`config.mk`:
```
export PLATFORM = sky130hd
export DESIGN_NAME = lc3_ctrl
export DESIGN_NICKNAME = d
export VERILOG_FILES = /design/src/hw/rtl/lc3_pkg.sv /design/src/hw/rtl/lc3_ctrl.sv
export VERILOG_INCLUDE_DIRS = /design/src /design/src/hw/rtl
export SDC_FILE = /design/constraint.sdc
export NUM_CORES = 1
export LEC_CHECK = 0
export BUFFER_PORTS_ARGS = -buffer_cell sky130_fd_sc_hd__clkbuf_2
export CAP_MARGIN = 40
export CORE_MARGIN = 3
export CORE_UTILIZATION = 25
export DETAILED_ROUTE_END_ITERATION = 7
export PLACE_DENSITY_LB_ADDON = 0.15
export SKIP_LAST_GASP = 1
export SLEW_MARGIN = 20
export SYNTH_ARGS = -nofsm -noshare
export SYNTH_HDL_FRONTEND = slang
export SYNTH_SLANG_ARGS = --single-unit
```
`constraint.sdc`:
```
create_clock -name clk -period 1.6 [get_ports clk]
set_input_delay 0.48 -clock clk [delete_from_list [all_inputs] [get_ports clk]]
set_output_delay 0.48 -clock clk [all_outputs]
set_load 0.03 [all_outputs]
```
`src/hw/rtl/lc3_instruction_executor_defines.svh`:
```
// ----------------------------------------------------------------------------
// lc3_instruction_executor_defines
// Assertion macros used by the processor core controller.
// ----------------------------------------------------------------------------
`ifndef LC3_INSTRUCTION_EXECUTOR_DEFINES_SVH
`define LC3_INSTRUCTION_EXECUTOR_DEFINES_SVH
// Implication checked on every clock edge outside reset.
`define LC3_ASSERT_IMPLY(label, clk, rst_n, a, c) \
    label: assert property (@(posedge clk) disable iff (!rst_n) (a) |-> (c)) \
        else $error("assertion failed");
// Implication whose consequent is checked at the next clock edge.
`define LC3_ASSERT_NEXT(label, clk, rst_n, a, c) \
    label: assert property (@(posedge clk) disable iff (!rst_n) (a) |=> (c)) \
        else $error("assertion failed");
`endif

```
`src/hw/rtl/lc3_pkg.sv`:
```
// ----------------------------------------------------------------------------
// lc3_pkg
// Types, constants and decode helpers shared by the processor core.
// ----------------------------------------------------------------------------
package lc3_pkg;

    localparam int ADDRESS_BITS_DEFAULT = 16;

    localparam logic [15:0] SSP_RESET   = 16'h1000;
    localparam logic [15:0] VTB_RESET   = 16'h0100;
    localparam logic [15:0] PC_RESET    = 16'h3000;
    localparam logic [15:0] MCR_ADDRESS = 16'hFFFE;

    localparam logic [1:0] MODE_WRITE = 2'd0;
    localparam logic [1:0] MODE_SETPC = 2'd1;
    localparam logic [1:0] MODE_EXEC  = 2'd2;
    localparam logic [1:0] MODE_READ  = 2'd3;

    localparam logic [1:0] EXC_NONE     = 2'd0;
    localparam logic [1:0] EXC_PRIV     = 2'd1;
    localparam logic [1:0] EXC_RESERVED = 2'd2;

    localparam logic [0:0] CFG_SSP = 1'b0;
    localparam logic [0:0] CFG_VTB = 1'b1;

    localparam logic [3:0] OP_BR   = 4'd0;
    localparam logic [3:0] OP_ADD  = 4'd1;
    localparam logic [3:0] OP_LD   = 4'd2;
    localparam logic [3:0] OP_ST   = 4'd3;
    localparam logic [3:0] OP_JSR  = 4'd4;
    localparam logic [3:0] OP_AND  = 4'd5;
    localparam logic [3:0] OP_LDR  = 4'd6;
    localparam logic [3:0] OP_STR  = 4'd7;
    localparam logic [3:0] OP_RTI  = 4'd8;
    localparam logic [3:0] OP_NOT  = 4'd9;
    localparam logic [3:0] OP_LDI  = 4'd10;
    localparam logic [3:0] OP_STI  = 4'd11;
    localparam logic [3:0] OP_JMP  = 4'd12;
    localparam logic [3:0] OP_RES  = 4'd13;
    localparam logic [3:0] OP_LEA  = 4'd14;
    localparam logic [3:0] OP_TRAP = 4'd15;

    typedef struct packed {
        logic [1:0]  mode;
        logic [15:0] address;
        logic [15:0] write_data;
    } in_word_t;

    typedef struct packed {
        logic [15:0] pc_after;
        logic [15:0] instruction_word;
        logic [15:0] status_word;
        logic [15:0] read_data;
        logic        register_written;
        logic [2:0]  register_index;
        logic [15:0] register_value;
        logic [1:0]  exception_taken;
        logic        machine_running;
    } out_word_t;

    typedef enum logic [3:0] {
        ST_IDLE,
        ST_FETCH,
        ST_DECODE,
        ST_MEM1,
        ST_MEM2,
        ST_EXC1,
        ST_EXC2,
        ST_EXC3,
        ST_MCR,
        ST_DONE
    } state_t;

    // Address source selected by the controller for the memory port.
    typedef enum logic [2:0] {
        AS_INPUT,
        AS_PC,
        AS_EA,
        AS_MDR,
        AS_MCR
    } addr_sel_t;

    // Commands from controller to datapath.
    typedef struct packed {
        logic      load_item;
        logic      mem_we;
        logic      mem_rd;
        addr_sel_t addr_sel;
        logic      fetch;
        logic      decode;
        logic      mem1;
        logic      mem2;
        logic      exc1;
        logic      exc2;
        logic      exc3;
        logic      mcr;
    } ctrl_t;

    // Status from datapath to controller.
    typedef struct packed {
        logic [1:0] mode;
        logic [3:0] op;
        logic       user_mode;
    } stat_t;

    function automatic logic [15:0] sext(input logic [15:0] v, input int bits);
        logic [15:0] r;
        r = v;
        for (int i = 0; i < 16; i++)
        begin
            if (i >= bits)
            begin
                r[i] = v[bits - 1];
            end
        end
        return r;
    endfunction

    function automatic logic [15:0] codes(input logic [15:0] psr, input logic [15:0] v);
        logic [15:0] s;
        s = {psr[15:8], 8'h00};
        if (v == 16'h0000)
        begin
            s[1] = 1'b1;
        end
        else if (v[15])
        begin
            s[2] = 1'b1;
        end
        else
        begin
            s[0] = 1'b1;
        end
        return s;
    endfunction

endpackage

```
`src/hw/rtl/lc3_ctrl.sv`:
```
// ----------------------------------------------------------------------------
// lc3_ctrl
// Sequencer that steps the datapath through fetch, memory and exception work.
// ----------------------------------------------------------------------------
`include "lc3_instruction_executor_defines.svh"
module lc3_ctrl
(
    input  logic           clk,
    input  logic           rst_n,
    input  logic           in_valid,
    output logic           in_ready,
    output logic           out_valid,
    input  logic           out_ready,
    input  lc3_pkg::stat_t stat,
    output lc3_pkg::ctrl_t ctrl
);

    lc3_pkg::state_t state_reg;
    lc3_pkg::state_t state_next;

    // State register.
    always_ff @(posedge clk or negedge rst_n)
    begin
        if (!rst_n)
        begin
            state_reg <= lc3_pkg::ST_IDLE;
        end
        else
        begin
            state_reg <= state_next;
        end
    end

    // Next state.
    always_comb
    begin
        state_next = state_reg;
        case (state_reg)
            lc3_pkg::ST_IDLE:
            begin
                if (in_valid)
                begin
                    state_next = lc3_pkg::ST_FETCH;
                end
            end
            lc3_pkg::ST_FETCH:
            begin
                if (stat.mode == lc3_pkg::MODE_EXEC)
                begin
                    state_next = lc3_pkg::ST_DECODE;
                end
                else
                begin
                    state_next = lc3_pkg::ST_MCR;
                end
            end
            lc3_pkg::ST_DECODE:
            begin
                case (stat.op)
                    lc3_pkg::OP_LD, lc3_pkg::OP_LDI, lc3_pkg::OP_ST, lc3_pkg::OP_STI,
                    lc3_pkg::OP_LDR, lc3_pkg::OP_STR, lc3_pkg::OP_TRAP:
                        state_next = lc3_pkg::ST_MEM1;
                    lc3_pkg::OP_RTI:
                        state_next = stat.user_mode ? lc3_pkg::ST_EXC1 : lc3_pkg::ST_MEM1;
                    lc3_pkg::OP_RES:
                        state_next = lc3_pkg::ST_EXC1;
                    default:
                        state_next = lc3_pkg::ST_MCR;
                endcase
            end
            lc3_pkg::ST_MEM1:
            begin
                if (stat.op == lc3_pkg::OP_LDI || stat.op == lc3_pkg::OP_STI
                    || stat.op == lc3_pkg::OP_RTI)
                begin
                    state_next = lc3_pkg::ST_MEM2;
                end
                else
                begin
                    state_next = lc3_pkg::ST_MCR;
                end
            end
            lc3_pkg::ST_MEM2: state_next = lc3_pkg::ST_MCR;
            lc3_pkg::ST_EXC1: state_next = lc3_pkg::ST_EXC2;
            lc3_pkg::ST_EXC2: state_next = lc3_pkg::ST_EXC3;
            lc3_pkg::ST_EXC3: state_next = lc3_pkg::ST_MCR;
            lc3_pkg::ST_MCR:  state_next = lc3_pkg::ST_DONE;
            lc3_pkg::ST_DONE:
            begin
                if (out_ready)
                begin
                    state_next = lc3_pkg::ST_IDLE;
                end
            end
            default: state_next = lc3_pkg::ST_IDLE;
        endcase
    end

    // Outputs. Decode addresses memory with the effective address formed from
    // the instruction word or a stack pointer; the read data register is
    // consumed in the following state.
    always_comb
    begin
        ctrl = '0;
        ctrl.addr_sel = lc3_pkg::AS_PC;
        in_ready = 1'b0;
        out_valid = 1'b0;
        case (state_reg)
            lc3_pkg::ST_IDLE:
            begin
                in_ready = 1'b1;
                ctrl.load_item = in_valid;
            end
            lc3_pkg::ST_FETCH:
            begin
                ctrl.fetch = 1'b1;
                ctrl.addr_sel = lc3_pkg::AS_INPUT;
                // Write, read and fetch all use the port here.
                ctrl.mem_we = (stat.mode == lc3_pkg::MODE_WRITE);
                ctrl.mem_rd = (stat.mode != lc3_pkg::MODE_WRITE);
            end
            lc3_pkg::ST_DECODE:
            begin
                ctrl.decode = 1'b1;
                ctrl.addr_sel = lc3_pkg::AS_EA;
                ctrl.mem_rd = (stat.op != lc3_pkg::OP_ST) && (stat.op != lc3_pkg::OP_STR);
                ctrl.mem_we = (stat.op == lc3_pkg::OP_ST) || (stat.op == lc3_pkg::OP_STR);
            end
            lc3_pkg::ST_MEM1:
            begin
                ctrl.mem1 = 1'b1;
                // RTI reads the second stack word; the indirect ops follow the pointer.
                ctrl.addr_sel = (stat.op == lc3_pkg::OP_RTI) ? lc3_pkg::AS_EA
                                                             : lc3_pkg::AS_MDR;
                ctrl.mem_rd = (stat.op == lc3_pkg::OP_LDI) || (stat.op == lc3_pkg::OP_RTI);
                ctrl.mem_we = (stat.op == lc3_pkg::OP_STI);
            end
            lc3_pkg::ST_MEM2: ctrl.mem2 = 1'b1;
            lc3_pkg::ST_EXC1:
            begin
                ctrl.exc1 = 1'b1;
                ctrl.addr_sel = lc3_pkg::AS_EA;
                ctrl.mem_we = 1'b1;
            end
            lc3_pkg::ST_EXC2:
            begin
                ctrl.exc2 = 1'b1;
                ctrl.addr_sel = lc3_pkg::AS_EA;
                ctrl.mem_we = 1'b1;
            end
            lc3_pkg::ST_EXC3:
            begin
                ctrl.exc3 = 1'b1;
                ctrl.addr_sel = lc3_pkg::AS_EA;
                ctrl.mem_rd = 1'b1;
            end
            lc3_pkg::ST_MCR:
            begin
                ctrl.mcr = 1'b1;
                ctrl.addr_sel = lc3_pkg::AS_MCR;
                ctrl.mem_rd = 1'b1;
            end
            lc3_pkg::ST_DONE: out_valid = 1'b1;
            default: ctrl = '0;
        endcase
    end

    `LC3_ASSERT_IMPLY(a_ready_idle, clk, rst_n, in_ready, !out_valid)
    `LC3_ASSERT_IMPLY(a_port_excl, clk, rst_n, ctrl.mem_we, !ctrl.mem_rd)
    `LC3_ASSERT_NEXT(a_out_hold, clk, rst_n, out_valid && !out_ready, out_valid)

endmodule

```
==> impl_metrics.py, run 1 <==
metrics = {
    "yosys": {
        "yosysTopAreaCellShare": 0.1572,
        "synth-seq-cells": 4,
        "synth_area_leaders": "dfrtp_1, a21oi_1, buf_4, nand2b_1, a2111oi_2",
        "ys.flop_type": "dfrtp_1",
        "synthTopCellsByCount": "a21oi_1, nor2_1, buf_4",
        "yosysWarningCount": 0,
        "synth_fa_ha_area_frac": 0,
        "seq_area_frac_synth": 0.1572,
        "yosys.area.top_type": "dfrtp_1",
        "syn_avg_cell_area_um2": 7.076,
        "synth.net_count": 101,
        "synth_xor_area_frac": 0,
        "synth_top_family_by_area": "compound AO/OA/AOI/OAI gates",
        "synth_cell_type_count": 32,
        "syn_inst": 90,
        "synth.most_common_cell": "a21oi_1",
        "postSynth.asyncResetShare": 1.000,
        "synth_compound_area_frac": 0.3694,
        "synth_edf_count": 0,
        "syn_area_um2": 636.9,
        "yosys.area_share.simple": 0.3399,
        "synth_mux_area_frac": 0,
    },
    "global_routing": {
        "antenna_found_initial": 0,
        "grt_usage": 0.1448,
        "grt-ovfl-total": 0,
        "grt_max_degree": 13,
        "grt_pass1_vias": 881,
        "grt_pass1_wl_um": 3739,
    },
    "timing": {
        "slew_viol_final": 0,
        "setup_tns_ps": -3491,
        "setup_viol": 16,
        "finalHoldViolCount": 0,
        "fin_ws_ps": -315.5,
        "finClkSkew_ps": 0.7854,
        "grt_setup_unrepaired": "yes",
        "tightest_slew_ps": 316.5,
        "relSlewSlack": 0.7886,
        "period_needed_ps": 1915,
        "finalCritPeriodShare": 1.197,
        "fmax_ghz": 0.5221,
    },
    "setup_path": {
        "end_kind": "output port",
        "arrival_ps": 1440,
        "crit_type": "input port to output port",
        "startpoint_type": "input port",
        "crit_fanout": 3,
        "required_ps": 1120,
    },
    "placement": {
        "dp.cells": 170,
        "placed_cell_area_um2": 1129,
        "hpwlAfterDp_um": 1753,
        "port_buffers": 26,
        "routabilityCongestion": 0.8206,
        "dp_slack_ps": -327.6,
    },
    "power_and_ir_drop": {
        "pwr_density_cell_nw_per_um2": 1624,
        "power_mw": 2.335,
        "irDropWorstVdd_mv": 1.127,
        "power_leakage_nw": 0.6291,
    },
    "die": {
        "row_count": 17,
        "dieArea_um2": 3189,
        "dieHeight_um": 56.47,
        "start_util": 0.2747,
        "die_w_um": 56.47,
        "core_area_um2": 2318,
        "io_pins": 27,
    },
    "routing": {
        "wirelength_um": 2434,
        "vias_per_cell": 4.945,
        "drtAntennaViolNets": 0,
        "vias": 905,
        "drt_iter0_markers": 3,
        "post_drt_wl_per_cell_um": 13.30,
        "first_pass_iters": 4,
        "drc_errors": 0,
    },
    "layout": {
        "nNetsFinal": 168,
        "final_cell_count_no_fill": 183,
        "final_layout_size_suffix_gt1_frac": 0.7097,
        "nFillCells": 190,
        "fin_area_um2": 1438,
        "largest_reg_flops": 4,
        "syn_to_final_growth_pct": 125.7,
        "diodes": 0,
    },
    "clocking": {
        "cts.sinks": 4,
        "tritoncts": "yes",
        "htree_levels": 1,
        "clk_latency_ps": 230,
        "cts_buffers": 3,
        "clock-root-buffer": "clkbuf_4",
        "clockBufferDepth": 2,
        "clk_pin_slew_ps": 30,
    },
    "run": {
        "cap_violations": 0,
    },
    "status": {
        "violations": "negative setup slack",
        "status": "complete, but fails checks",
    },
    "hold_path": {
        "min_path_type": "input port to asynchronous set/reset pin",
    },
}
cell type report:
type	instances	area [um2]	area share
clock buffer	3	22.52	0.01567
inverter	6	22.52	0.01567
multi-input combinational	71	628.1	0.4369
sequential	4	102.6	0.07137
tap	28	35.03	0.02437
timing repair buffer	71	626.9	0.4360
routing by layer:
metal	up-vias	global-route usage	wire length, um
met2	14	0.2508	1313
met4	0	0.04407	0
met3	0	0.01149	46
met5	-	0	0
met1	433	0.1886	1074
li1	458	-	-
power by group:
group,internal [mW],switching [mW]
Clock,0.0834,0.0348
Combinational,1.05,0.975
Sequential,0.137,0.0504
cells in the final DEF, fill, tap and decap left out, types with 3 or more instances in the layout:
cell type	instances
buf_4	35
inv_1	4
buf_6	13
nor2_2	6
nand3_1	4
o21ai_1	4
clkbuf_4	6
nand2_2	4
a21oi_1	8
nand2b_4	5
o211ai_1	3
clkbuf_2	10
clkbuf_8	8
nor3_4	6
worst max-delay path, cell delays in order:
cell and delay (ps):
buf_6 90, nand2b_4 130, o311a_1 310, a21oi_2 150
o32ai_4 100, clkbuf_8 170
kinds of logic after synthesis:
family / Yosys count
flops: 4
compound gates: 34
simple gates: 37
buf+inv: 15
repair_timing:
item / in CTS / in global routing
hold buffers: 0 / 0
endpoints found under the setup margin: 16 / 16
pin swaps: 4 / 5
gates cloned: 0 / 0
resized for setup: 36 / 23
hold endpoints to repair: 0 / 0
buffers inserted: 3 / 7
path summary, 6_finish.rpt:
kind                              start           end  slack (ps)  depth (start not counted)
max reg2reg                state_reg[0]  state_reg[2]         200                          6
max in group asynchronous         rst_n  state_reg[2]        1420                          1
max                             stat[3]       ctrl[8]        -320                          6
min reg2reg                state_reg[3]  state_reg[2]         820                          3
min                               rst_n  state_reg[1]          50                          1
min in group clk               in_valid  state_reg[0]         550                          3
stage by stage:
| stage | util | hold slack, ps |
|---|---|---|
| CTS | 0.5650 | 41.13 |
| global route | 0.6201 | 37.02 |
| floorplan | - | 184.4 |
| global placement | 0.4868 | 286.0 |
| finish | 0.6201 | 48.25 |
| detailed placement | 0.4868 | 288.0 |
Note: power is estimated with default switching activity, not from simulation.
==> run 2: changes to the inputs <==
==> constraint.sdc (replaced) <==
create_clock -name clk -period 1.6 [get_ports clk]
set_input_delay 0.16 -clock clk [delete_from_list [all_inputs] [get_ports clk]]
set_output_delay 0.16 -clock clk [all_outputs]
set_load 0.03 [all_outputs]
==> impl_metrics.py, run 2 (synthesis gave the netlist of run 1 again) <==
metrics = {
    "die": {
        "row_count": 17,
        "io_pins": 27,
        "start_util": 0.2747,
        "dieHeight_um": 56.47,
        "die_w_um": 56.47,
        "core_area_um2": 2318,
        "dieArea_um2": 3189,
    },
    "setup_path": {
        "required_ps": 1440,
        "arrival_ps": 1410,
        "rr_worst_depth": 4,
        "end_kind": "output port",
        "crit_fanout": 7,
        "startpoint_type": "flop",
        "crit_type": "flop to output port",
    },
    "power_and_ir_drop": {
        "pwr_density_cell_nw_per_um2": 1626,
        "power_leakage_nw": 0.4423,
        "power_mw": 1.590,
        "irDropWorstVdd_mv": 0.8263,
    },
    "global_routing": {
        "antenna_found_initial": 0,
        "grt-ovfl-total": 0,
        "grt_max_degree": 14,
        "grt_usage": 0.1304,
        "grt_pass1_vias": 732,
        "grt_pass1_wl_um": 3291,
    },
    "timing": {
        "relSlewSlack": 0.7675,
        "finalHoldViolCount": 0,
        "tightest_slew_ps": 348.1,
        "setup_tns_ps": 0,
        "slew_viol_final": 0,
        "setup_viol": 0,
        "period_needed_ps": 1573,
        "fmax_ghz": 0.6358,
        "grt_setup_unrepaired": "yes",
        "finClkSkew_ps": 2.631,
        "finalCritPeriodShare": 0.9831,
    },
    "layout": {
        "nNetsFinal": 140,
        "diodes": 0,
        "final_layout_size_suffix_gt1_frac": 0.4803,
        "final_common_cell": "clkbuf_2",
        "nFillCells": 259,
        "final_cell_mix": "clkbuf_2, buf_4, a21oi_1",
        "largest_reg_flops": 4,
        "syn_to_final_growth_pct": 53.63,
    },
    "placement": {
        "routabilityCongestion": 0.7516,
        "hpwlAfterDp_um": 1499,
        "port_buffers": 26,
    },
    "clocking": {
        "cts.sinks": 4,
        "clockBufferDepth": 2,
        "clk_pin_slew_ps": 40,
        "clock-root-buffer": "clkbuf_4",
        "cts_buffers": 3,
        "tritoncts": "yes",
        "clk_latency_ps": 230,
        "htree_levels": 1,
    },
    "routing": {
        "first_pass_iters": 4,
        "wirelength_um": 2040,
        "vias": 809,
        "drt_iter0_markers": 24,
        "drtAntennaViolNets": 0,
        "drc_errors": 0,
        "vias_per_cell": 5.219,
        "post_drt_wl_per_cell_um": 13.16,
    },
    "hold_path": {
        "whs_path_depth": 3,
        "min_path_type": "input port to flop",
    },
    "status": {
        "status": "finished, final reports clean",
    },
    "run": {
        "cap_violations": 0,
    },
}
## run 2: cell types whose count changed in the layout (fill, tap and decap cells not counted), moves of 5 or more
cell | before | now
nor3_4 | 6 | 1
buf_4 | 35 | 14
nor2_2 | 6 | 0
clkbuf_2 | 10 | 19
nor2_1 | 2 | 8
buf_6 | 13 | 4
clkbuf_8 | 8 | 1
## run 2: layout make-up
class | count | area (um2) | area share
Tap cell | 28 | 35.03 | 0.03581
Timing Repair Buffer | 43 | 306.5 | 0.3133
Clock buffer | 3 | 22.52 | 0.02302
Multi-Input combinational cell | 71 | 486.7 | 0.4974
Inverter | 6 | 22.52 | 0.02302
Sequential cell | 4 | 105.1 | 0.1074
## run 2: worst paths after layout
path	start	slack (ps)	endpoint
max	state_reg[1]	30	ctrl[13]
min	in_valid	260	state_reg[0]
max reg2reg	state_reg[2]	290	state_reg[3]
min reg2reg	state_reg[3]	700	state_reg[2]
max in group asynchronous	rst_n	1190	state_reg[2]
min in group asynchronous	rst_n	270	state_reg[1]
## run 2: per-layer routing
metal | vias up | part of all wire | routed length [um] | track usage
met2 | 38 | 0.43 | 878 | 0.1881
met3 | 6 | 0.079 | 162 | 0.01609
met4 | 0 | 0.028 | 57 | 0.08136
met5 | - | 0 | 0 | 0
li1 | 409 | - | - | -
met1 | 356 | 0.46 | 942 | 0.1807
## run 2: through the flow
| stage | instance area [um2] | utilization | setup slack (ps) | hold WS [ps] | cells |
|---|---|---|---|---|---|
| finish | 978.4 | 0.4220 | 27.08 | 262.2 | 155 |
| global route | 978.4 | 0.4220 | -54.76 | 244.3 | 155 |
| CTS | 923.4 | 0.3983 | -13.48 | 232.1 | 151 |
| detailed placement | 828.3 | 0.3573 | 87.90 | -33.36 | 143 |
| global placement | 828.3 | 0.3573 | 103.9 | -33.71 | 143 |
| floorplan | 653.1 | - | -5.527 | -135.6 | 90 |
## run 2: power by group
part | switching, mW | internal [mW]
logic | 0.734 | 0.538
clock network | 0.0389 | 0.0837
registers | 0.0553 | 0.140
total | 0.828 | 0.762
## run 2: what timing repair did
item | CTS | global route
gates resized for setup | 11 | 17
setup buffers | 4 | 4
endpoints found under the hold margin | 4 | 0
hold buffers | 1 | 0
pin swaps | 3 | 3
endpoints found under the setup margin | 14 | 9
## run 2: worst max-delay path: stages (launching register included)
cell,delay (ps)
dfrtp_2,440
buf_6,130
nor4_4,280
and2_1,170
clkbuf_8,150
==> run 3: changes to the inputs <==
- ABC_AREA: not set -> 1
- BUFFER_PORTS_ARGS: -buffer_cell sky130_fd_sc_hd__clkbuf_2 -> -buffer_cell sky130_fd_sc_hd__buf_2
- PLACE_DENSITY: not set -> 0.5
- PLACE_DENSITY_LB_ADDON: 0.15 -> not set
==> impl_metrics.py, run 3 <==
metrics = {
    "status": {
        "status": "finished, final reports clean",
    },
    "layout": {
        "fin_area_um2": 842.1,
        "final_layout_size_suffix_gt1_frac": 0.4724,
        "nFillCells": 226,
        "diodes": 0,
        "final_cell_mix": "buf_2, nand2_1, inv_1",
        "nNetsFinal": 140,
        "final_common_cell": "buf_2",
        "largest_reg_flops": 4,
        "syn_to_final_growth_pct": 62.56,
    },
    "setup_path": {
        "startpoint_type": "flop",
        "r2r_slack_ps": 250,
        "rr_worst_depth": 9,
        "crit_type": "flop to output port",
        "arrival_ps": 1400,
        "crit_start": "state_reg[0]",
        "crit_fanout": 5,
        "regToRegEndpoint": "state_reg[0]",
        "reg2reg_from": "state_reg[1]",
        "required_ps": 1440,
        "end_kind": "output port",
    },
    "placement": {
        "placed_cell_area_um2": 700.7,
        "dp_slack_ps": 139.3,
        "port_buffers": 26,
        "routabilityCongestion": 0.7239,
        "hpwlAfterDp_um": 1282,
    },
    "timing": {
        "setup_viol": 0,
        "tightest_slew_ps": 262.4,
        "grt_setup_unrepaired": "yes",
        "fin_ws_ps": 36.20,
        "slew_viol_final": 0,
        "finalCritPeriodShare": 0.9774,
        "finClkSkew_ps": 0.04931,
        "finalHoldViolCount": 0,
        "fmax_ghz": 0.6395,
        "relSlewSlack": 0.8232,
        "period_needed_ps": 1564,
    },
    "global_routing": {
        "grt_max_degree": 7,
        "grt_pass1_vias": 570,
        "antenna_found_initial": 0,
        "grt-ovfl-total": 0,
        "grt_pass1_wl_um": 2401,
        "grt_usage": 0.1178,
    },
    "hold_path": {
        "whs_path_depth": 4,
        "min_path_type": "input port to flop",
        "min_from": "out_ready",
        "hold_end": "state_reg[0]",
    },
    "die": {
        "die_w_um": 51.52,
        "start_util": 0.2816,
        "dieHeight_um": 51.52,
        "io_pins": 27,
        "core_area_um2": 1839,
        "dieArea_um2": 2654,
        "row_count": 15,
    },
    "clocking": {
        "clock-root-buffer": "clkbuf_4",
        "tritoncts": "yes",
        "cts.sinks": 4,
        "clockBufferDepth": 2,
        "clk_pin_slew_ps": 40,
        "cts_buffers": 3,
        "htree_levels": 1,
        "clk_latency_ps": 230,
    },
    "yosys": {
        "syn_inst": 88,
        "yosysTopAreaCellShare": 0.1932,
        "syn_area_um2": 518.0,
        "ys.flop_type": "dfrtp_1",
        "yosysWarningCount": 0,
        "syn_avg_cell_area_um2": 5.886,
        "synthTopCellsByCount": "nand2_1, inv_1, nor2_1",
        "yosys.area.top_type": "dfrtp_1",
        "seq_area_frac_synth": 0.1932,
        "synth_area_leaders": "dfrtp_1, nand2_1, inv_1, nand3_1, nor2_1",
        "synth_edf_count": 0,
        "synth.most_common_cell": "nand2_1",
        "postSynth.asyncResetShare": 1.000,
        "synth.net_count": 99,
        "synth-seq-cells": 4,
        "synth_cell_type_count": 16,
    },
    "routing": {
        "vias_per_cell": 4.322,
        "wirelength_um": 1543,
        "drt_iter0_markers": 4,
        "drtAntennaViolNets": 0,
        "post_drt_wl_per_cell_um": 10.15,
        "first_pass_iters": 2,
        "vias": 657,
        "drc_errors": 0,
    },
    "power_and_ir_drop": {
        "pwr_density_cell_nw_per_um2": 1639,
        "power_leakage_nw": 0.5017,
        "irDropWorstVdd_mv": 0.5806,
    },
    "run": {
        "cap_violations": 0,
    },
}
run 3: cell count changes after synthesis, moves of 3 or more:
cell      change
o21ai_1       -4
inv_1        +14
nor2_2        +4
o21ai_0       +5
nor3_1        -3
nand2_1      +14
a21oi_1      -11
buf_4         -7
nand4_1       +5
o211ai_1      -3
nand2b_1      -5
nand3_1       +5
run 3: worst max-delay path: stages (launching register included):
cell	delay [ps]
dfrtp_2	460
buf_4	160
nor3_4	220
nand2_1	70
nand4_1	120
buf_6	140
run 3: how the worst max path moves through the flow:
stage	end	slack, ps	cells past startpoint
6_report	ctrl[12]	40	5
5_1_grt	ctrl[12]	-30	6
4_1_cts	ctrl[8]	0.9	6
3_5_place_dp	ctrl[11]	140	5
3_3_place_gp	ctrl[12]	120	5
2_1_floorplan	ctrl[11]	20	5
run 3: through the flow:
step                hold slack (ps)  TNS, ps  instances  power (mW)  utilization
floorplan                    -135.6        0         88      0.8691            -
CTS                           199.3        0        144       1.247       0.4068
detailed placement           -35.94        0        140       1.095       0.3810
global placement             -35.20        0        140       1.100       0.3810
finish                        201.9        0        152       1.380       0.4578
global route                  229.6   -62.57        152       1.499       0.4578
run 3: area by class of cell:
cell class	instances	area, um2	area share
clock buffer	3	22.52	0.02675
multi-input combinational	65	385.4	0.4577
inverter	19	73.82	0.08767
sequential	4	103.9	0.1233
tap	25	31.28	0.03715
timing repair buffer	36	225.2	0.2675
run 3: timing repair:
action	CTS	global route
endpoints found under the hold margin	4	0
setup buffers	0	8
hold buffers	1	0
endpoints found under the setup margin	4	5
pin swaps	0	5
resized for setup	6	11
run 3: power breakdown:
| group | internal [mW] | switching, mW |
|---|---|---|
| logic | 0.384 | 0.681 |
| registers | 0.140 | 0.0569 |
| clock network | 0.0836 | 0.0359 |
| total | 0.607 | 0.774 |
run 3: logic make-up (layout without fill, tap and decap cells):
logic type	after synthesis	after routing	synth area share
AOI/OAI and AO/OA	8	8	0.08456
buffers and inverters	19	58	0.1377
DFF	4	4	0.1932
and+or+nand+nor	57	57	0.5845
run 3: metal layers:
metal  track usage  vias to the layer above  wire length [um]
li1              -                      358                 -
met1        0.1667                      283               701
met2        0.1886                       16               782
met3      0.008596                        0                59
met4       0.03930                        0                 0
met5             0                        -                 0
